## src/sv/sdpd_pkg.sv

```systemverilog
// Shared types and constants for the SMS-DELIVER PDU decoder.
// No dependencies; imported by every module of the decoder.
package sdpd_pkg;

    typedef enum logic [2:0] {
        KIND_DIGIT    = 3'd0,
        KIND_TIME     = 3'd1,
        KIND_TEXT     = 3'd2,
        KIND_COMPLETE = 3'd3,
        KIND_ERROR    = 3'd4
    } kind_t;

    typedef enum logic [1:0] {
        CFG_PHONE_CAPACITY = 2'd0,
        CFG_TEXT_CAPACITY  = 2'd1
    } cfg_reg_t;

    localparam int MAX_RESULTS = 4;
    localparam int QUEUE_DEPTH = 4;
    localparam logic [7:0] PHONE_CAPACITY_RESET = 8'd32;
    localparam logic [9:0] TEXT_CAPACITY_RESET  = 10'd512;

    typedef struct packed {
        kind_t      kind;
        logic [7:0] position;
        logic [7:0] value;
        logic       final_res;
    } result_t;

    // One octet's worth of results, slot 0 goes out first
    typedef struct packed {
        logic [2:0]                    count;
        result_t [MAX_RESULTS-1:0]     res;
    } bundle_t;

endpackage

```

## src/sv/sms_deliver_pdu_decoder_core.sv

```systemverilog
// SMS-DELIVER PDU decoder top: sdpd_front, sdpd_queue and sdpd_back over sdpd_pkg.
// An accepted octet's first result is registered in the bundle queue, then in sdpd_back.
// Throughput one octet per cycle while the QueueDepth-entry bundle queue has room;
// results leave one per cycle when not stalled, so octets with several results
// (up to 4) and long septet runs (8 septets in 7 octets) throttle the input to it.
// Reset: asynchronous, active low; parser at frame start, capacities 32 / 512.
module sms_deliver_pdu_decoder_core #(
    parameter int QueueDepth = sdpd_pkg::QUEUE_DEPTH
) (
    input  logic        clk,
    input  logic        rst_n,
    input  logic        s_axis_tvalid,
    output logic        s_axis_tready,
    input  logic [7:0]  s_axis_tdata,   // [7:0] pdu_byte
    input  logic        s_axis_tlast,   // frame_end
    output logic        m_axis_tvalid,
    input  logic        m_axis_tready,
    output logic [15:0] m_axis_tdata,   // [7:0] position, [15:8] value
    output logic [2:0]  m_axis_tuser,   // [2:0] kind
    output logic        m_axis_tlast,   // final_res
    input  logic        cfg_valid,
    output logic        cfg_ready,
    input  logic [1:0]  cfg_index,
    input  logic [9:0]  cfg_data
);
    import sdpd_pkg::*;

    bundle_t push_data;
    bundle_t pop_data;
    result_t out_res;
    logic    q_push;
    logic    q_pop;
    logic    q_full;
    logic    q_not_empty;

    assign cfg_ready = 1'b1;

    sdpd_front u_front (
        .clk       (clk),
        .rst_n     (rst_n),
        .in_valid  (s_axis_tvalid),
        .in_ready  (s_axis_tready),
        .in_byte   (s_axis_tdata),
        .in_last   (s_axis_tlast),
        .cfg_valid (cfg_valid),
        .cfg_index (cfg_index),
        .cfg_data  (cfg_data),
        .q_full    (q_full),
        .q_push    (q_push),
        .q_data    (push_data)
    );

    sdpd_queue #(
        .Depth (QueueDepth)
    ) u_queue (
        .clk       (clk),
        .rst_n     (rst_n),
        .push      (q_push),
        .push_data (push_data),
        .pop       (q_pop),
        .pop_data  (pop_data),
        .full      (q_full),
        .not_empty (q_not_empty)
    );

    sdpd_back u_back (
        .clk       (clk),
        .rst_n     (rst_n),
        .q_valid   (q_not_empty),
        .q_data    (pop_data),
        .q_pop     (q_pop),
        .out_valid (m_axis_tvalid),
        .out_ready (m_axis_tready),
        .out_res   (out_res)
    );

    assign m_axis_tdata = {out_res.value, out_res.position};
    assign m_axis_tuser = out_res.kind;
    assign m_axis_tlast = out_res.final_res;

endmodule

```

## src/sv/sdpd_front.sv

```systemverilog
// Front end: parses PDU octets and builds a bundle of results per octet.
// Holds the configuration registers. Depends on sdpd_pkg.
module sdpd_front (
    input  logic             clk,
    input  logic             rst_n,
    input  logic             in_valid,
    output logic             in_ready,
    input  logic [7:0]       in_byte,
    input  logic             in_last,
    input  logic             cfg_valid,
    input  logic [1:0]       cfg_index,
    input  logic [9:0]       cfg_data,
    input  logic             q_full,
    output logic             q_push,
    output sdpd_pkg::bundle_t q_data
);
    import sdpd_pkg::*;

    typedef enum logic [3:0] {
        PH_SCA_LEN = 4'd0,
        PH_SCA     = 4'd1,
        PH_FIRST   = 4'd2,
        PH_SLEN    = 4'd3,
        PH_TOA     = 4'd4,
        PH_DIG     = 4'd5,
        PH_PID     = 4'd6,
        PH_DCS     = 4'd7,
        PH_TS      = 4'd8,
        PH_UDL     = 4'd9,
        PH_TEXT    = 4'd10,
        PH_DONE    = 4'd11,
        PH_DISCARD = 4'd12
    } phase_t;

    phase_t     phase_reg, phase_next;
    logic [7:0] bc_reg, bc_next;
    logic [7:0] dt_reg, dt_next;
    logic [7:0] di_reg, di_next;
    logic [7:0] tl_reg, tl_next;
    logic [7:0] tc_reg, tc_next;
    logic [2:0] cb_reg, cb_next;
    logic [7:0] pb_reg, pb_next;
    logic [7:0] phone_cap_reg;
    logic [9:0] text_cap_reg;

    bundle_t    bnd;
    logic [2:0] n;
    logic       err_now;
    logic [2:0] c;
    logic [2:0] c_end;
    logic [15:0] pair;
    logic [7:0] lo_shift;
    logic       fire;

    function automatic result_t mk(kind_t k, logic [7:0] pos, logic [7:0] val);
        result_t r;
        r.kind      = k;
        r.position  = pos;
        r.value     = val;
        r.final_res = (k == KIND_COMPLETE) || (k == KIND_ERROR);
        return r;
    endfunction

    assign in_ready = !q_full;
    assign fire     = in_valid && in_ready;

    always_comb
    begin
        phase_next = phase_reg;
        bc_next    = bc_reg;
        dt_next    = dt_reg;
        di_next    = di_reg;
        tl_next    = tl_reg;
        tc_next    = tc_reg;
        cb_next    = cb_reg;
        pb_next    = pb_reg;
        bnd        = '0;
        n          = 3'd0;
        err_now    = 1'b0;
        c          = (cb_reg == 3'd0) ? 3'd1 : cb_reg;
        pair       = {in_byte, pb_reg} >> (4'd8 - {1'b0, c});
        c_end      = 3'd1;
        lo_shift   = 8'd0;

        case (phase_reg)
            PH_SCA_LEN:
            begin
                bc_next    = in_byte;
                phase_next = (in_byte != 8'd0) ? PH_SCA : PH_FIRST;
            end
            PH_SCA:
            begin
                bc_next = bc_reg - 8'd1;
                if (bc_next == 8'd0)
                    phase_next = PH_FIRST;
            end
            PH_FIRST:
            begin
                if (!in_byte[2])
                    err_now = 1'b1;
                else
                    phase_next = PH_SLEN;
            end
            PH_SLEN:
            begin
                if ({1'b0, in_byte} + 9'd1 > {1'b0, phone_cap_reg})
                    err_now = 1'b1;
                else
                begin
                    dt_next    = in_byte;
                    di_next    = 8'd0;
                    phase_next = PH_TOA;
                end
            end
            PH_TOA:
                phase_next = (dt_reg != 8'd0) ? PH_DIG : PH_PID;
            PH_DIG:
            begin
                bnd.res[n[1:0]] = mk(KIND_DIGIT, di_next, {4'd0, in_byte[3:0]} + 8'h30);
                n       = n + 3'd1;
                di_next = di_next + 8'd1;
                if (di_next < dt_reg)
                begin
                    bnd.res[n[1:0]] = mk(KIND_DIGIT, di_next,
                                         {4'd0, in_byte[7:4]} + 8'h30);
                    n       = n + 3'd1;
                    di_next = di_next + 8'd1;
                end
                if (di_next >= dt_reg)
                    phase_next = PH_PID;
            end
            PH_PID:
                phase_next = PH_DCS;
            PH_DCS:
            begin
                bc_next    = 8'd0;
                phase_next = PH_TS;
            end
            PH_TS:
            begin
                // high nibble plus ten times low nibble
                bnd.res[n[1:0]] = mk(KIND_TIME, bc_reg,
                                     {4'd0, in_byte[7:4]} + {1'b0, in_byte[3:0], 3'b000}
                                     + {3'b000, in_byte[3:0], 1'b0});
                n       = n + 3'd1;
                bc_next = bc_reg + 8'd1;
                if (bc_next >= 8'd7)
                    phase_next = PH_UDL;
            end
            PH_UDL:
            begin
                tl_next = in_byte;
                if ({2'b00, in_byte} > text_cap_reg)
                    err_now = 1'b1;
                else
                begin
                    tc_next    = 8'd0;
                    bc_next    = 8'd0;
                    cb_next    = 3'd1;
                    phase_next = (in_byte != 8'd0) ? PH_TEXT : PH_DONE;
                end
            end
            PH_TEXT:
            begin
                if (bc_reg == 8'd0)
                begin
                    bnd.res[n[1:0]] = mk(KIND_TEXT, tc_next, {1'b0, in_byte[6:0]});
                    n       = n + 3'd1;
                    tc_next = tc_next + 8'd1;
                    if (tc_next == tl_reg)
                        phase_next = PH_DONE;
                end
                else
                begin
                    bnd.res[n[1:0]] = mk(KIND_TEXT, tc_next, {1'b0, pair[6:0]});
                    n       = n + 3'd1;
                    tc_next = tc_next + 8'd1;
                    if (tc_next == tl_reg)
                        phase_next = PH_DONE;
                    if (phase_next == PH_TEXT)
                    begin
                        // seven octets carry eight septets
                        if (c == 3'd7)
                        begin
                            c = 3'd1;
                            bnd.res[n[1:0]] = mk(KIND_TEXT, tc_next,
                                                 {1'b0, in_byte[6:0]});
                            n       = n + 3'd1;
                            tc_next = tc_next + 8'd1;
                            if (tc_next == tl_reg)
                                phase_next = PH_DONE;
                        end
                        else
                            c = c + 3'd1;
                    end
                end
                cb_next = c;
                pb_next = in_byte;
                bc_next = bc_reg + 8'd1;
            end
            default:
            begin
            end
        endcase

        if (err_now)
        begin
            bnd.res[n[1:0]] = mk(KIND_ERROR, 8'd0, 8'd0);
            n          = n + 3'd1;
            phase_next = PH_DISCARD;
        end

        if (in_last)
        begin
            if (phase_next == PH_DONE)
            begin
                bnd.res[n[1:0]] = mk(KIND_COMPLETE, 8'd0, 8'd0);
                n = n + 3'd1;
            end
            else if (phase_next == PH_TEXT)
            begin
                c_end    = (cb_next == 3'd0) ? 3'd1 : cb_next;
                lo_shift = pb_next >> (4'd8 - {1'b0, c_end});
                // leftover septet in the high bits of the last octet
                if (bc_next != 8'd0 && tc_next < tl_next)
                begin
                    bnd.res[n[1:0]] = mk(KIND_TEXT, tc_next, {1'b0, lo_shift[6:0]});
                    n       = n + 3'd1;
                    tc_next = tc_next + 8'd1;
                    if (tc_next == tl_next)
                        phase_next = PH_DONE;
                end
                bnd.res[n[1:0]] = mk((phase_next == PH_DONE) ? KIND_COMPLETE : KIND_ERROR,
                                     8'd0, 8'd0);
                n = n + 3'd1;
            end
            else if (phase_next != PH_DISCARD)
            begin
                bnd.res[n[1:0]] = mk(KIND_ERROR, 8'd0, 8'd0);
                n = n + 3'd1;
            end
            phase_next = PH_SCA_LEN;
            bc_next    = 8'd0;
            dt_next    = 8'd0;
            di_next    = 8'd0;
            tl_next    = 8'd0;
            tc_next    = 8'd0;
            cb_next    = 3'd1;
            pb_next    = 8'd0;
        end
        bnd.count = n;
    end

    assign q_push = fire && (n != 3'd0);
    assign q_data = bnd;

    always_ff @(posedge clk or negedge rst_n)
    begin
        if (!rst_n)
        begin
            phase_reg <= PH_SCA_LEN;
            bc_reg    <= 8'd0;
            dt_reg    <= 8'd0;
            di_reg    <= 8'd0;
            tl_reg    <= 8'd0;
            tc_reg    <= 8'd0;
            cb_reg    <= 3'd1;
            pb_reg    <= 8'd0;
        end
        else if (fire)
        begin
            phase_reg <= phase_next;
            bc_reg    <= bc_next;
            dt_reg    <= dt_next;
            di_reg    <= di_next;
            tl_reg    <= tl_next;
            tc_reg    <= tc_next;
            cb_reg    <= cb_next;
            pb_reg    <= pb_next;
        end
    end

    always_ff @(posedge clk or negedge rst_n)
    begin
        if (!rst_n)
        begin
            phone_cap_reg <= PHONE_CAPACITY_RESET;
            text_cap_reg  <= TEXT_CAPACITY_RESET;
        end
        else if (cfg_valid)
        begin
            if (cfg_index == CFG_PHONE_CAPACITY)
                phone_cap_reg <= cfg_data[7:0];
            else if (cfg_index == CFG_TEXT_CAPACITY)
                text_cap_reg <= cfg_data;
        end
    end

    a_frame_end_clears: assert property (@(posedge clk) disable iff (!rst_n)
        fire && in_last |=> phase_reg == PH_SCA_LEN && cb_reg == 3'd1 && tc_reg == 8'd0)
        else $error("frame state not cleared after frame end");

    a_carry_nonzero: assert property (@(posedge clk) disable iff (!rst_n)
        cb_reg != 3'd0)
        else $error("septet carry count left its range");

endmodule

```

## src/sv/sdpd_queue.sv

```systemverilog
// Short queue of result bundles between the parser and the output stage.
// Depends on sdpd_pkg.
module sdpd_queue #(
    parameter int Depth = sdpd_pkg::QUEUE_DEPTH
) (
    input  logic              clk,
    input  logic              rst_n,
    input  logic              push,
    input  sdpd_pkg::bundle_t push_data,
    input  logic              pop,
    output sdpd_pkg::bundle_t pop_data,
    output logic              full,
    output logic              not_empty
);
    import sdpd_pkg::*;

    localparam int PtrW = (Depth > 1) ? $clog2(Depth) : 1;
    localparam int CntW = $clog2(Depth + 1);

    bundle_t          mem_reg [Depth];
    logic [PtrW-1:0]  wr_reg, wr_next;
    logic [PtrW-1:0]  rd_reg, rd_next;
    logic [CntW-1:0]  cnt_reg, cnt_next;
    logic             do_push;
    logic             do_pop;

    assign full      = (cnt_reg == CntW'(Depth));
    assign not_empty = (cnt_reg != '0);
    assign do_push   = push && !full;
    assign do_pop    = pop && not_empty;
    assign pop_data  = mem_reg[rd_reg];

    always_comb
    begin
        wr_next  = wr_reg;
        rd_next  = rd_reg;
        cnt_next = cnt_reg;
        if (do_push)
            wr_next = (wr_reg == PtrW'(Depth - 1)) ? '0 : wr_reg + 1'b1;
        if (do_pop)
            rd_next = (rd_reg == PtrW'(Depth - 1)) ? '0 : rd_reg + 1'b1;
        if (do_push && !do_pop)
            cnt_next = cnt_reg + 1'b1;
        else if (do_pop && !do_push)
            cnt_next = cnt_reg - 1'b1;
    end

    always_ff @(posedge clk or negedge rst_n)
    begin
        if (!rst_n)
        begin
            wr_reg  <= '0;
            rd_reg  <= '0;
            cnt_reg <= '0;
        end
        else
        begin
            wr_reg  <= wr_next;
            rd_reg  <= rd_next;
            cnt_reg <= cnt_next;
        end
    end

    always_ff @(posedge clk)
    begin
        if (do_push)
            mem_reg[wr_reg] <= push_data;
    end

    a_no_overflow: assert property (@(posedge clk) disable iff (!rst_n)
        !(push && full))
        else $error("bundle pushed into a full queue");

endmodule

```

## src/sv/sdpd_back.sv

```systemverilog
// Output stage: sends queued bundles' results one per cycle while out_ready holds.
// Depends on sdpd_pkg.
module sdpd_back (
    input  logic              clk,
    input  logic              rst_n,
    input  logic              q_valid,
    input  sdpd_pkg::bundle_t q_data,
    output logic              q_pop,
    output logic              out_valid,
    input  logic              out_ready,
    output sdpd_pkg::result_t out_res
);
    import sdpd_pkg::*;

    bundle_t    cur_reg, cur_next;
    logic [1:0] idx_reg, idx_next;
    logic       valid_reg, valid_next;
    logic       last;
    logic       advance;

    assign last      = ({1'b0, idx_reg} + 3'd1) == cur_reg.count;
    assign advance   = !valid_reg || (out_ready && last);
    assign q_pop     = advance && q_valid;
    assign out_valid = valid_reg;
    assign out_res   = cur_reg.res[idx_reg];

    always_comb
    begin
        cur_next   = cur_reg;
        idx_next   = idx_reg;
        valid_next = valid_reg;
        if (advance)
        begin
            valid_next = q_valid;
            cur_next   = q_data;
            idx_next   = 2'd0;
        end
        else if (out_ready)
            idx_next = idx_reg + 2'd1;
    end

    always_ff @(posedge clk or negedge rst_n)
    begin
        if (!rst_n)
        begin
            valid_reg <= 1'b0;
            idx_reg   <= 2'd0;
        end
        else
        begin
            valid_reg <= valid_next;
            idx_reg   <= idx_next;
        end
    end

    always_ff @(posedge clk)
    begin
        cur_reg <= cur_next;
    end

    a_slot_in_bundle: assert property (@(posedge clk) disable iff (!rst_n)
        valid_reg |-> cur_reg.count != 3'd0 && {1'b0, idx_reg} < cur_reg.count)
        else $error("output slot outside the current bundle");

endmodule

```

## config.mk

```make
export PLATFORM = sky130hd
export DESIGN_NAME = sms_deliver_pdu_decoder_core
export DESIGN_NICKNAME = d
export VERILOG_FILES = /design/src/sv/sdpd_pkg.sv /design/src/sv/sms_deliver_pdu_decoder_core.sv /design/src/sv/sdpd_front.sv /design/src/sv/sdpd_queue.sv /design/src/sv/sdpd_back.sv
export SDC_FILE = /design/constraint.sdc
export NUM_CORES = 1
export LEC_CHECK = 0
export ABC_AREA = 1
export BUFFER_PORTS_ARGS = -buffer_cell sky130_fd_sc_hd__buf_2
export CELL_PAD_IN_SITES_DETAIL_PLACEMENT = 1
export CELL_PAD_IN_SITES_GLOBAL_PLACEMENT = 1
export CORE_UTILIZATION = 30
export DETAILED_ROUTE_END_ITERATION = 7
export PLACE_DENSITY_LB_ADDON = 0.1
export SETUP_SLACK_MARGIN = 0.3
export SLEW_MARGIN = 20
export SYNTH_ARGS = -nofsm -noshare
export SYNTH_HDL_FRONTEND = slang
export SYNTH_HIERARCHICAL = 1
export SYNTH_SLANG_ARGS = --single-unit
```

## constraint.sdc

```tcl
create_clock -name clk -period 23.8 [get_ports clk]
set_input_delay 2.38 -clock clk [delete_from_list [all_inputs] [get_ports clk]]
set_output_delay 2.38 -clock clk [all_outputs]
set_load 0.005 [all_outputs]
```

# After elaboration in Yosys (flattened, before gate mapping)
# Memories as Yosys holds them, arrays and structs flattened. A register that Yosys moved wholly into a read port is not among the register bits.
# Index checks and enable logic that the tools add are counted.
[word_totals] romBits=0 mem_bits_rw=332 latch_bits=0 output_inout_bits=23 ff_bits=83 inputBits=26 wordCells=237 n_memories=1
[mem_list] memory="u_queue.mem_reg" depth=4 width=83 read_ports=1 rd_clocked_by_memory_dff=1 wr=1 line="sdpd_queue.sv:20" rtl="bundle_t mem_reg [Depth];"
[classes] n_shift=2 n_reduce_logical=38 n_mul=0 n_mux=106 order_cmp=13 eq_ne=28 n_bitwise=10 n_addsub=24 n_div=0
[ops] cell="$mux 80" count=9
[ops] cell="$bwmux 80" count=2
[ops] cell="$mux 8" count=19
[ops] cell="$not 72->72" count=2
[ops] cell="$demux 20 s2" count=3
[ops] cell="$mux 20" count=6
[ops] cell="$mux 4" count=20
[ops] cell="$and 36x72->72" count=1
[ops] cell="$and 72x72->72" count=1
[ops] cell="$and 68x68->68" count=1
[ops] cell="$not 68->68" count=1
[ops] cell="$mux 3" count=21
[ops] cell="$pmux 19 s3" count=1
[ops] cell="$add 8x1->8 const B" count=6
[ops] cell="$pmux 4 s11" count=1
[ops] cell="$bmux 20 s2" count=1
[ops] cell="$pmux 20 s2" count=1
[ops] cell="$pmux 8 s5" count=1
[ops] cell="$pmux 8 s2" count=2
[ops] cell="$eq 4x4->1 const B" count=7
[ops] cell="$eq 8x8->1" count=3
[ops] cell="$reduce_bool 8->1" count=3
[ops] cell="$mux 19" count=1
[ops] cell="$mux 17" count=1
[ops] cell="51 further kinds" count=107

# Depth between registers and ports, before layout
# Gate-level depths: netlist of the first run.
[logic_depth] word_depth=27 ltp_mapped=45 ltp_nobuf=44

# Cells and area by module
# Netlist of the first run, hierarchy kept.
[modules_own_cells] mod="sdpd_queue" n_inst=1 area_per_inst_um2=13663.1 seq_area_each_um2=10144.7 cells_per_inst=1028
[modules_own_cells] mod="sdpd_front" n_inst=1 area_per_inst_um2=9529.1 seq_area_each_um2=1830.5 cells_per_inst=1506
[modules_own_cells] mod="sdpd_back" n_inst=1 area_per_inst_um2=3289.4 seq_area_each_um2=2567.5 cells_per_inst=227
[modules_own_cells] mod="sms_deliver_pdu_decoder_core" n_inst=1 area_per_inst_um2=11.3 seq_area_each_um2=0.0 cells_per_inst=2

# Worst setup path before layout of the first run
# Ideal clock, no wire load.
[synth_path] path_kind="input port to flip-flop" startpoint="input s_axis_tdata[7]" endpoint="memory u_queue/mem_reg[0][0] (netlist bit) (enable)" setup_time_ps=525 slack_ps=13663 required_time_ps=23275 n_path_buf=0 arrival_ps=9611 path_stages=31 cell_sequence="ha_1 > nand2_1 > nor4_1 > nand2_1 > nand3_1 > nand2_2 > nand2_1 > nand2_1 > nor2_4 > inv_1 > ha_1 > inv_1 > nor2_1 > o211ai_1 > nand2_1 > nand3_1 > a21oi_1 > a211oi_1 > nand2_2 > xor2_1 > inv_1 > ha_1 > xor2_1 > nand2_1 > o21ai_0 > nand2_1 > nand2_1 > nor2_1 > nor2_1 > nand2_1 > nor2_1"
[synth_rtl] element="from (decl)" line="sms_deliver_pdu_decoder_core.sv:14" rtl="input logic [7:0] s_axis_tdata,"
[synth_rtl] element="to (decl)" line="sdpd_queue.sv:20"

==> out/metrics.cfg, run 1 <==
[layout]
stdcell_count = 3986
regArea_um2 = 14600
layout_common_cells = nand2_1, edfxtp_1, inv_1
largest_reg_flops = 332
fill_cells = 9962
syn_to_final_growth_pct = 11.5
drive_gt1_share_pct = 10.2
num_antenna_cells = 0
multiInputGateArea_um2 = 9660
nets = 2897
final_common_cell = nand2_1

[global_route]
grt_pass1_vias = 20459
grt_max_degree = 240
antenna_found_initial = 2
grt.total_usage_pct = 20.2
grt_pass1_wl_um = 135000
overflow = 0

[routing]
highest_layer = met4
met2WireLength_um = 41300
firstDrtPassIters = 7
drt_iter0_markers = 1319
dr_wl_met3_um = 3330
drc_errors = 0
viasPerCell = 5.00
wl_per_cell_um = 22.7
via_count = 19938
routed_wl_um = 90300
drt-met1-wl_um = 43700
ant_nets = 0

[sta]
hold_viol = 0
finalCriticalPeriod_ns = 9.16
period_share_pct = 38.5
worst_pin_slew_ns = 1.17
tns_ns = 0
rsz0062_at_grt = false
maxSlewViolCount = 0
skew_ns = 0.0232
relSlewSlack_pct = 22.3
clock.fmax_mhz = 109
setup_violations = 0

[placement]
dp_hpwl_um = 62800
gp_congestion = 0.871
placed_cells = 3879
io_buffers = 47

[synthesis]
synth_edf_count = 415
ys_async_sr_fraction_pct = 16.7
syn_inst = 2763
netlist.area_leader.share_pct = 47.0
yosys-top-cells-area = edfxtp_1, nand2_1, dfrtp_1, inv_1, o211ai_1
syn_area_um2 = 26500
ys_ff_latch = 498
ys_warn_count = 6
ys_types = 66
avgSynthCellArea_um2 = 9.59
synth-seq-area-share_pct = 54.9
synth_top_area_cell = edfxtp_1
synth_top_flop_cell = edfxtp_1

[cts]
postCtsHoldBufs = 0
clkSinkCount = 498
clk_path_buf_depth = 3
cts.clk_slew.worst_paths_ns = 0.06
ctsResizeCount = 0
htree_levels = 2
cts_tree = built
clock_latency_ns = 0.64
root_buffer = clkbuf_16
cts_made_buffers = 58
cts_setup_buffers = 0

[floorplan]
start_util_pct = 30.4
die-area_um2 = 89500
rows = 108
die_width_um = 299
die_h_um = 299
io_pins = 49
coreArea_um2 = 87200

[critical_path]
worst_path_most_repeated_cell = nand2_1
rr_worst_depth = 36
required_ns = 24.04
critPathKind = primary input to flop
crit_fanout = 57
max_stage_delay_ns = 0.84
end_kind = flop
cp-start-kind = primary input
critPathSlowestCell = buf_4
arrival_ns = 9.41

[worst_hold_path]
holdPathStages = 2
hold_path.class = flop to flop

[power_and_ir_drop]
peakVddDrop_v = 0.000107
p_leak_nw = 11.9
power.density_nw_per_um2 = 113
total_power_mw = 3.32

[job]
max_cap_viol_count = 0

[run_status]
status = completed

## layout make-up
class,instances,share of cell area (%)
Clock buffer,69,5.13
Multi-Input combinational cell,1739,32.7
Clock inverter,38,1.22
Sequential cell,498,49.3
Tap cell,1155,4.89
Inverter,415,5.30
Timing Repair Buffer,72,1.48
## routing by layer
| layer | vias up | track usage [%] |
|---|---|---|
| li1 | 9463 | - |
| met2 | 379 | 32.5 |
| met3 | 106 | 2.42 |
| met1 | 9990 | 28.8 |
| met5 | - | 0 |
| met4 | 0 | 4.83 |
## power by group
group | switching (mW) | internal, mW | leakage [nW]
logic | 0.868 | 0.313 | 6.00
registers | 0.0938 | 1.16 | 4.97
clock network | 0.375 | 0.509 | 0.909
## per-stage QoR
step	util (%)	hold WS [ns]	cell area, um^2	worst slack (ns)
final	33.9	0.488	29500	14.64
after floorplan	-	0.453	26500	13.66
after global routing	33.9	0.506	29500	14.17
after CTS	33.9	0.493	29500	14.61
after detailed placement	31.7	0.477	27700	13.95
after global placement	31.7	0.471	27700	14.14
## worst paths after layout
path / start / endpoint / slack (ns)
setup / recovery: s_axis_tdata[0] / u_queue/mem_reg[1][65] / 14.64
hold / removal: u_front/text_cap_reg[3] / u_front/text_cap_reg[3] / 0.49
setup reg to reg: u_front/di_reg[0] / u_queue/mem_reg[1][65] / 15.21
hold reg to reg: u_front/text_cap_reg[3] / u_front/text_cap_reg[3] / 0.49
max in group asynchronous: rst_n / u_queue/rd_reg[0] / 20.76
min in group asynchronous: rst_n / u_front/pb_reg[2] / 1.75
## worst max-delay path, delay by kind of cell
| kind | cells | cell delay [ns] |
|---|---|---|
| AO/OA/AOI/OAI | 4 | 0.51 |
| XOR/XNOR | 2 | 0.48 |
| AND/OR/NAND/NOR | 19 | 3.58 |
| adder cells (fa/ha/maj) | 3 | 0.83 |
| buffers and inverters | 6 | 1.50 |
## Yosys cell counts, drive strengths merged (4+ instances only)
| master | instances |
|---|---|
| buf | 86 |
| a211oi | 4 |
| nand4 | 30 |
| ha | 84 |
| a32o | 5 |
| o211ai | 178 |
| or2 | 4 |
| a22oi | 4 |
| a21oi | 76 |
| inv | 408 |
| clkbuf | 27 |
| xnor2 | 5 |
| o21a | 4 |
| nand3 | 105 |
| nor4 | 7 |
| nor3 | 16 |
| nor2 | 208 |
| nand3b | 5 |
| edfxtp | 415 |
| o311ai | 8 |
| o21ai | 155 |
| nand2 | 690 |
| clkinv | 7 |
| o31ai | 4 |
| xor2 | 33 |
| dfrtp | 80 |
| a31oi | 4 |
| o22ai | 88 |
## cell families after synthesis
| group | count (synthesis) | share of synthesized area (%) |
|---|---|---|
| AND/OR/NAND/NOR | 1066 | 17.6 |
| AO/OA/AOI/OAI | 542 | 13.1 |
| buffers and inverters | 528 | 8.80 |
| flip-flops | 498 | 54.9 |
| adder cells (fa/ha/maj) | 87 | 4.19 |
| XOR/XNOR | 38 | 1.28 |
| other | 2 | 0.0283 |
| multiplexers | 2 | 0.0850 |
Note: power is estimated with default switching activity, not from simulation.
==> run 2: changes to the inputs <==
clock period = 8.1 ns   (was 23.8 ns; I/O delays follow)
==> run 2 against run 1 <==
Against the previous run:
- clock skew is 0.0058 ns higher
- combinational power rose to 3.0 times the previous value
- sequential share of layout area down 0.97 points
- sequential cell count is the same
- sequential power increased to 2.9 times the previous value
- clock power grew to 3.3 times the previous value
- clock-buffer cell count rose by 11
- final cell count grew 0.68%
- worst hold slack got worse by 0.30 ns
==> out/metrics.cfg, run 2 (synthesis gave the netlist of run 1 again) <==
[run_status]
status = completed

[global_route]
grt.total_usage_pct = 20.6
grt_pass1_vias = 20995
grt_max_degree = 102
overflow = 0
antenna_found_initial = 2
grt_pass1_wl_um = 139000

[cts]
cts_setup_buffers = 0
cts.clk_slew.worst_paths_ns = 0.06
cts_tree = built
clock_latency_ns = 0.65
postCtsHoldBufs = 0
htree_levels = 2
clk_path_buf_depth = 3
ctsResizeCount = 0
cts_made_buffers = 61
clkSinkCount = 498
root_buffer = clkbuf_16

[critical_path]
arrival_ns = 7.47
cp-start-kind = flop
r2r_slack_ns = 0.95
max_stage_delay_ns = 0.58
crit_buf_inv = 5
end_kind = flop
required_ns = 8.42
critPathKind = flop to flop
critPathSlowestCell = nor2_4
rr_endpoint = u_queue/mem_reg[2][66]
rr_worst_depth = 36
worst_path_most_repeated_cell = nand2_1
crit_fanout = 19
r2r-start = u_front/di_reg[0]
path_delay_family = simple AND/OR/NAND/NOR gates

[routing]
ant_nets = 0
drt_iter0_markers = 1216
via_count = 20050
drc_errors = 0
firstDrtPassIters = 6
viasPerCell = 5.00
routed_wl_um = 91300
wl_per_cell_um = 22.8

[layout]
largest_reg_flops = 332
multiInputGateArea_um2 = 9660
fill_cells = 9922
fin_area_um2 = 30100
layout_common_cells = nand2_1, edfxtp_1, inv_1
drive_gt1_share_pct = 11.1
final_common_cell = nand2_1
regArea_um2 = 14600
nets = 2919
syn_to_final_growth_pct = 13.7

[power_and_ir_drop]
p_leak_nw = 12.1
power.density_nw_per_um2 = 338
total_power_mw = 10.2
peakVddDrop_v = 0.000188

[placement]
placed_area_um2 = 28000
dp_hpwl_um = 65600
gp_congestion = 0.865
io_buffers = 47
pre_cts_ws_ns = 0.872

[floorplan]
die_width_um = 299
die_h_um = 299
rows = 108
io_pins = 49
start_util_pct = 30.4
coreArea_um2 = 87200
die-area_um2 = 89500

[sta]
clock.fmax_mhz = 140
rsz0062_at_grt = false
finalCriticalPeriod_ns = 7.15
maxSlewViolCount = 0
hold_viol = 0
skew_ns = 0.0291
holdWs_ns = 0.185
setup_ws_ns = 0.955
relSlewSlack_pct = 29.5
setup_violations = 0
period_share_pct = 88.2
worst_pin_slew_ns = 1.06

[worst_hold_path]
hold_path.class = primary input to async pin

[job]
max_cap_viol_count = 0

==> run 2: cell count changes in the layout (fill, tap and decap cells not counted), sizes merged <==
cell and change:
clkbuf +11, clkinv -10, clkinvlp -1, diode +1, buf +19, bufinv +7
==> run 2: area by class of cell <==
cell class / count / area share (%)
inverters: 415 / 5.20
clock buffers: 80 / 5.34
flip-flops and latches: 498 / 48.3
multi-input cells: 1739 / 32.1
diodes: 1 / 0.00831
repair buffers: 91 / 2.59
clock inverters: 34 / 1.69
well taps: 1155 / 4.80
==> run 2: worst max-delay path by stage <==
stage,slack (ns),from,end,cells after the start
global placement,1.06,s_axis_tdata[2],u_queue/mem_reg[3][66],29
finish,0.95,u_front/di_reg[0],u_queue/mem_reg[2][66],36
detailed placement,0.87,s_axis_tdata[2],u_queue/mem_reg[2][65],29
global route,0.35,u_front/di_reg[0],u_queue/cnt_reg[2],43
floorplan,-0.56,u_front/di_reg[0],u_queue/mem_reg[0][0],36
CTS,0.83,u_front/di_reg[0],u_queue/mem_reg[3][3],32
==> run 2: worst reg2reg max path, delay by kind of cell, from the launching register on <==
family,cells,cell delay [ns]
AO/OA/AOI/OAI,4,0.61
XOR/XNOR,2,0.44
adder cells (fa/ha/maj),2,0.61
buffers and inverters,5,0.78
flip-flops,1,0.49
AND/OR/NAND/NOR,23,3.89
==> run 2: metrics by stage <==
stage          instances  util, %  TNS, ns
2_1_floorplan       2765        -  -185.69
3_3_place_gp        3898     32.1        0
3_5_place_dp        3898     32.1        0
4_1_cts             4012     34.6        0
5_1_grt             4013     34.6        0
6_report            4013     34.6        0
==> run 2: where the power goes <==
part           internal, mW  switching [mW]  total [mW]
clock                  1.78            1.12        2.90
sequential             3.42           0.281        3.70
combinational         0.984            2.59        3.57
==> run 2: routing by layer <==
layer | part of all wire (%) | vias up | wire length (um) | GRT usage [%]
met5 | 0 | - | 0 | 0
met4 | 1.8 | 0 | 1680 | 4.48
met3 | 3.7 | 87 | 3380 | 2.56
met2 | 47 | 338 | 43100 | 34.5
met1 | 47 | 10098 | 43100 | 28.4
li1 | - | 9527 | - | -
==> run 3: changes to the inputs <==
SYNTH_HIERARCHICAL = not set   (was 1)
==> run 3 against run 2 <==
Against the previous run:
- the run now ends with DRC left
- global-route usage about the same
- combinational power decreased by 16%
- core utilization increased by 0.062 points
- clock skew increased by 0.014 ns
- register-to-register slack improved by 0.25 ns
- first-iteration DRC count decreased by 10%
- sequential power decreased by 3%
- synthesized area decreased by 7.4%
- synthesized cell count decreased by 9.9%
- maximum frequency increased by 3.7%
- worst hold slack got worse by 0.020 ns
- via count decreased by 6.6%
- largest power group unchanged
==> out/metrics.cfg, run 3 <==
[global_route]
grt.total_usage_pct = 20.6
antenna_found_initial = 5
grt_pass1_vias = 19755
grt_max_degree = 89
overflow = 0
grt_pass1_wl_um = 128000

[run_status]
status = complete, but fails checks
violations = DRC

[critical_path]
rr_endpoint = u_queue.cnt_reg[2]
max_stage_delay_ns = 0.45
critPathSlowestCell = fa_1
r2r-start = u_front.di_reg[0]
crit_fanout = 10
r2r_slack_ns = 1.21
arrival_ns = 7.38
cp-start-kind = flop
worst_path_most_repeated_cell = nand2_1
rr_worst_depth = 38
required_ns = 8.59
end_kind = flop
critPathKind = flop to flop

[synthesis]
yosys-top-cells-area = edfxtp_1, dfrtp_1, o21ai_0, nand2_1, nor2_1
syn_nets = 2602
ys_ff_latch = 483
synthTopCellsByCount = edfxtp_1, nand2_1, nor2_1
yosysMostFrequentCell = edfxtp_1
ys_types = 66
synth_top_flop_cell = edfxtp_1
synth-seq-area-share_pct = 57.4
avgSynthCellArea_um2 = 9.86
ys_warn_count = 0
syn_inst = 2489
syn_area_um2 = 24500
netlist.area_leader.share_pct = 48.9
synth_top_area_cell = edfxtp_1
ys_async_sr_fraction_pct = 17.2
synth_edf_count = 400

[layout]
final_util_pct = 34.6
nets = 2635
syn_to_final_growth_pct = 13.8
largest_reg_flops = 320
layout_common_cells = edfxtp_1, nand2_1, nor2_1
stdcell_count = 3632
drive_gt1_share_pct = 11.6
final_common_cell = edfxtp_1

[power_and_ir_drop]
pwr-share-comb_pct = 32.7
power.density_nw_per_um2 = 329
power.share.sequential_pct = 39.2
peakVddDrop_v = 0.000193
p_switching_mw = 3.48
internal-power_mw = 5.70
p_leak_nw = 10.5
power.clock.fraction_pct = 28.1
swShare_pct = 37.9

[cts]
clk_path_buf_depth = 3
clock_latency_ns = 0.64
clkSinkCount = 483
cts_tree = built
ctsResizeCount = 0
cts_made_buffers = 57
root_buffer = clkbuf_16
htree_levels = 2
cts_setup_buffers = 0
postCtsHoldBufs = 0
cts.clk_slew.worst_paths_ns = 0.06

[routing]
drc_errors = 12
viasPerCell = 5.16
ant_nets = 0
wl_per_cell_um = 23.3
via_count = 18724
firstDrtPassIters = 7
routed_wl_um = 84600
drt_iter0_markers = 1089

[sta]
period_share_pct = 85.1
rsz0062_at_grt = false
clock.fmax_mhz = 145
finalCriticalPeriod_ns = 6.89
holdWs_ns = 0.165
setup_violations = 0
hold_viol = 0
worst_pin_slew_ns = 1.07
maxSlewViolCount = 0
relSlewSlack_pct = 28.3
skew_ns = 0.0430
tns_ns = 0

[placement]
gp_congestion = 0.874
io_buffers = 47
placed_cells = 3523
dp_hpwl_um = 57900

[floorplan]
rows = 104
die_width_um = 288
die_h_um = 288
coreArea_um2 = 80700
die-area_um2 = 83000
io_pins = 49
start_util_pct = 30.4

[job]
max_cap_viol_count = 0

[worst_hold_path]
hold_path.class = primary input to async pin

==> run 3: cell types whose count changed in the layout (fill, tap and decap cells not counted), sizes merged, moves of 6 or more <==
cell / before / now
o311ai: 8 / 1
o211ai: 178 / 14
nand2: 690 / 355
nor2: 208 / 344
buf: 91 / 83
o21ai: 155 / 345
bufinv: 12 / 6
edfxtp: 415 / 400
nand3: 105 / 111
inv: 409 / 232
o221ai: 2 / 10
clkbuf: 80 / 68
o22ai: 88 / 170
clkinv: 26 / 36
==> run 3: through the flow <==
stage,area (um^2),setup WS [ns],power (mW)
finish,27900,1.21,9.18
floorplan,24500,-0.147,5.50
global placement,26000,1.09,6.63
global route,27900,0.590,9.72
detailed placement,26000,0.938,6.70
CTS,27900,1.14,9.31
==> run 3: worst max-delay path, delay by kind of cell (launching register included) <==
family,cells,cell delay [ns]
compound gates,6,0.95
fa+ha+maj,4,1.22
xor+xnor,3,0.68
simple gates,20,2.95
flops,1,0.42
buf+inv,5,0.48
==> run 3: cell type report <==
type | count | area, um^2
fillers | 9145 | 52700
flip-flops and latches | 483 | 14100
multi-input cells | 1660 | 9140
clock buffers | 68 | 1470
well taps | 1060 | 1330
inverters | 237 | 898
repair buffers | 83 | 583
clock inverters | 39 | 417
diodes | 2 | 5.00
==> run 3: worst max-delay path by stage <==
stage | start | endpoint | depth (start not counted)
after global routing | u_front.di_reg[0] | u_queue.cnt_reg[2] | 36
after floorplan | u_front.di_reg[0] | u_queue.mem_reg[0][0] | 32
after detailed placement | s_axis_tdata[1] | u_queue.cnt_reg[2] | 31
after CTS | u_front.di_reg[1] | u_queue.cnt_reg[2] | 38
final | u_front.di_reg[0] | u_queue.cnt_reg[2] | 38
after global placement | s_axis_tdata[1] | u_queue.cnt_reg[2] | 31
==> run 3: logic make-up (layout without fill, tap and decap cells) <==
| logic type | after synthesis | count (layout) | share of synthesized area (%) |
|---|---|---|---|
| mux | 2 | 2 | 0.0918 |
| buf+inv | 346 | 427 | 5.47 |
| flops | 483 | 483 | 57.4 |
| simple gates | 877 | 877 | 15.9 |
| xor+xnor | 41 | 41 | 1.46 |
| fa+ha+maj | 87 | 87 | 4.53 |
| compound gates | 652 | 652 | 15.1 |
| other cells | 1 | 3 | 0.0153 |
==> run 3: power groups by stage <==
stage	registers, mW	logic (mW)	clock network (mW)
after floorplan	3.58	1.92	0
after global placement	3.63	3.00	0
after detailed placement	3.65	3.05	0
after CTS	3.60	3.06	2.65
after global routing	3.65	3.34	2.73
final	3.60	3.00	2.58
==> run 3: per-layer routing <==
layer / track usage [%] / up-vias / wire (um)
li1: - / 8864 / -
met1: 27.8 / 9421 / 39300
met2: 35.0 / 336 / 40500
met3: 2.35 / 103 / 2990
met4: 5.04 / 0 / 1800
met5: 0 / - / 0
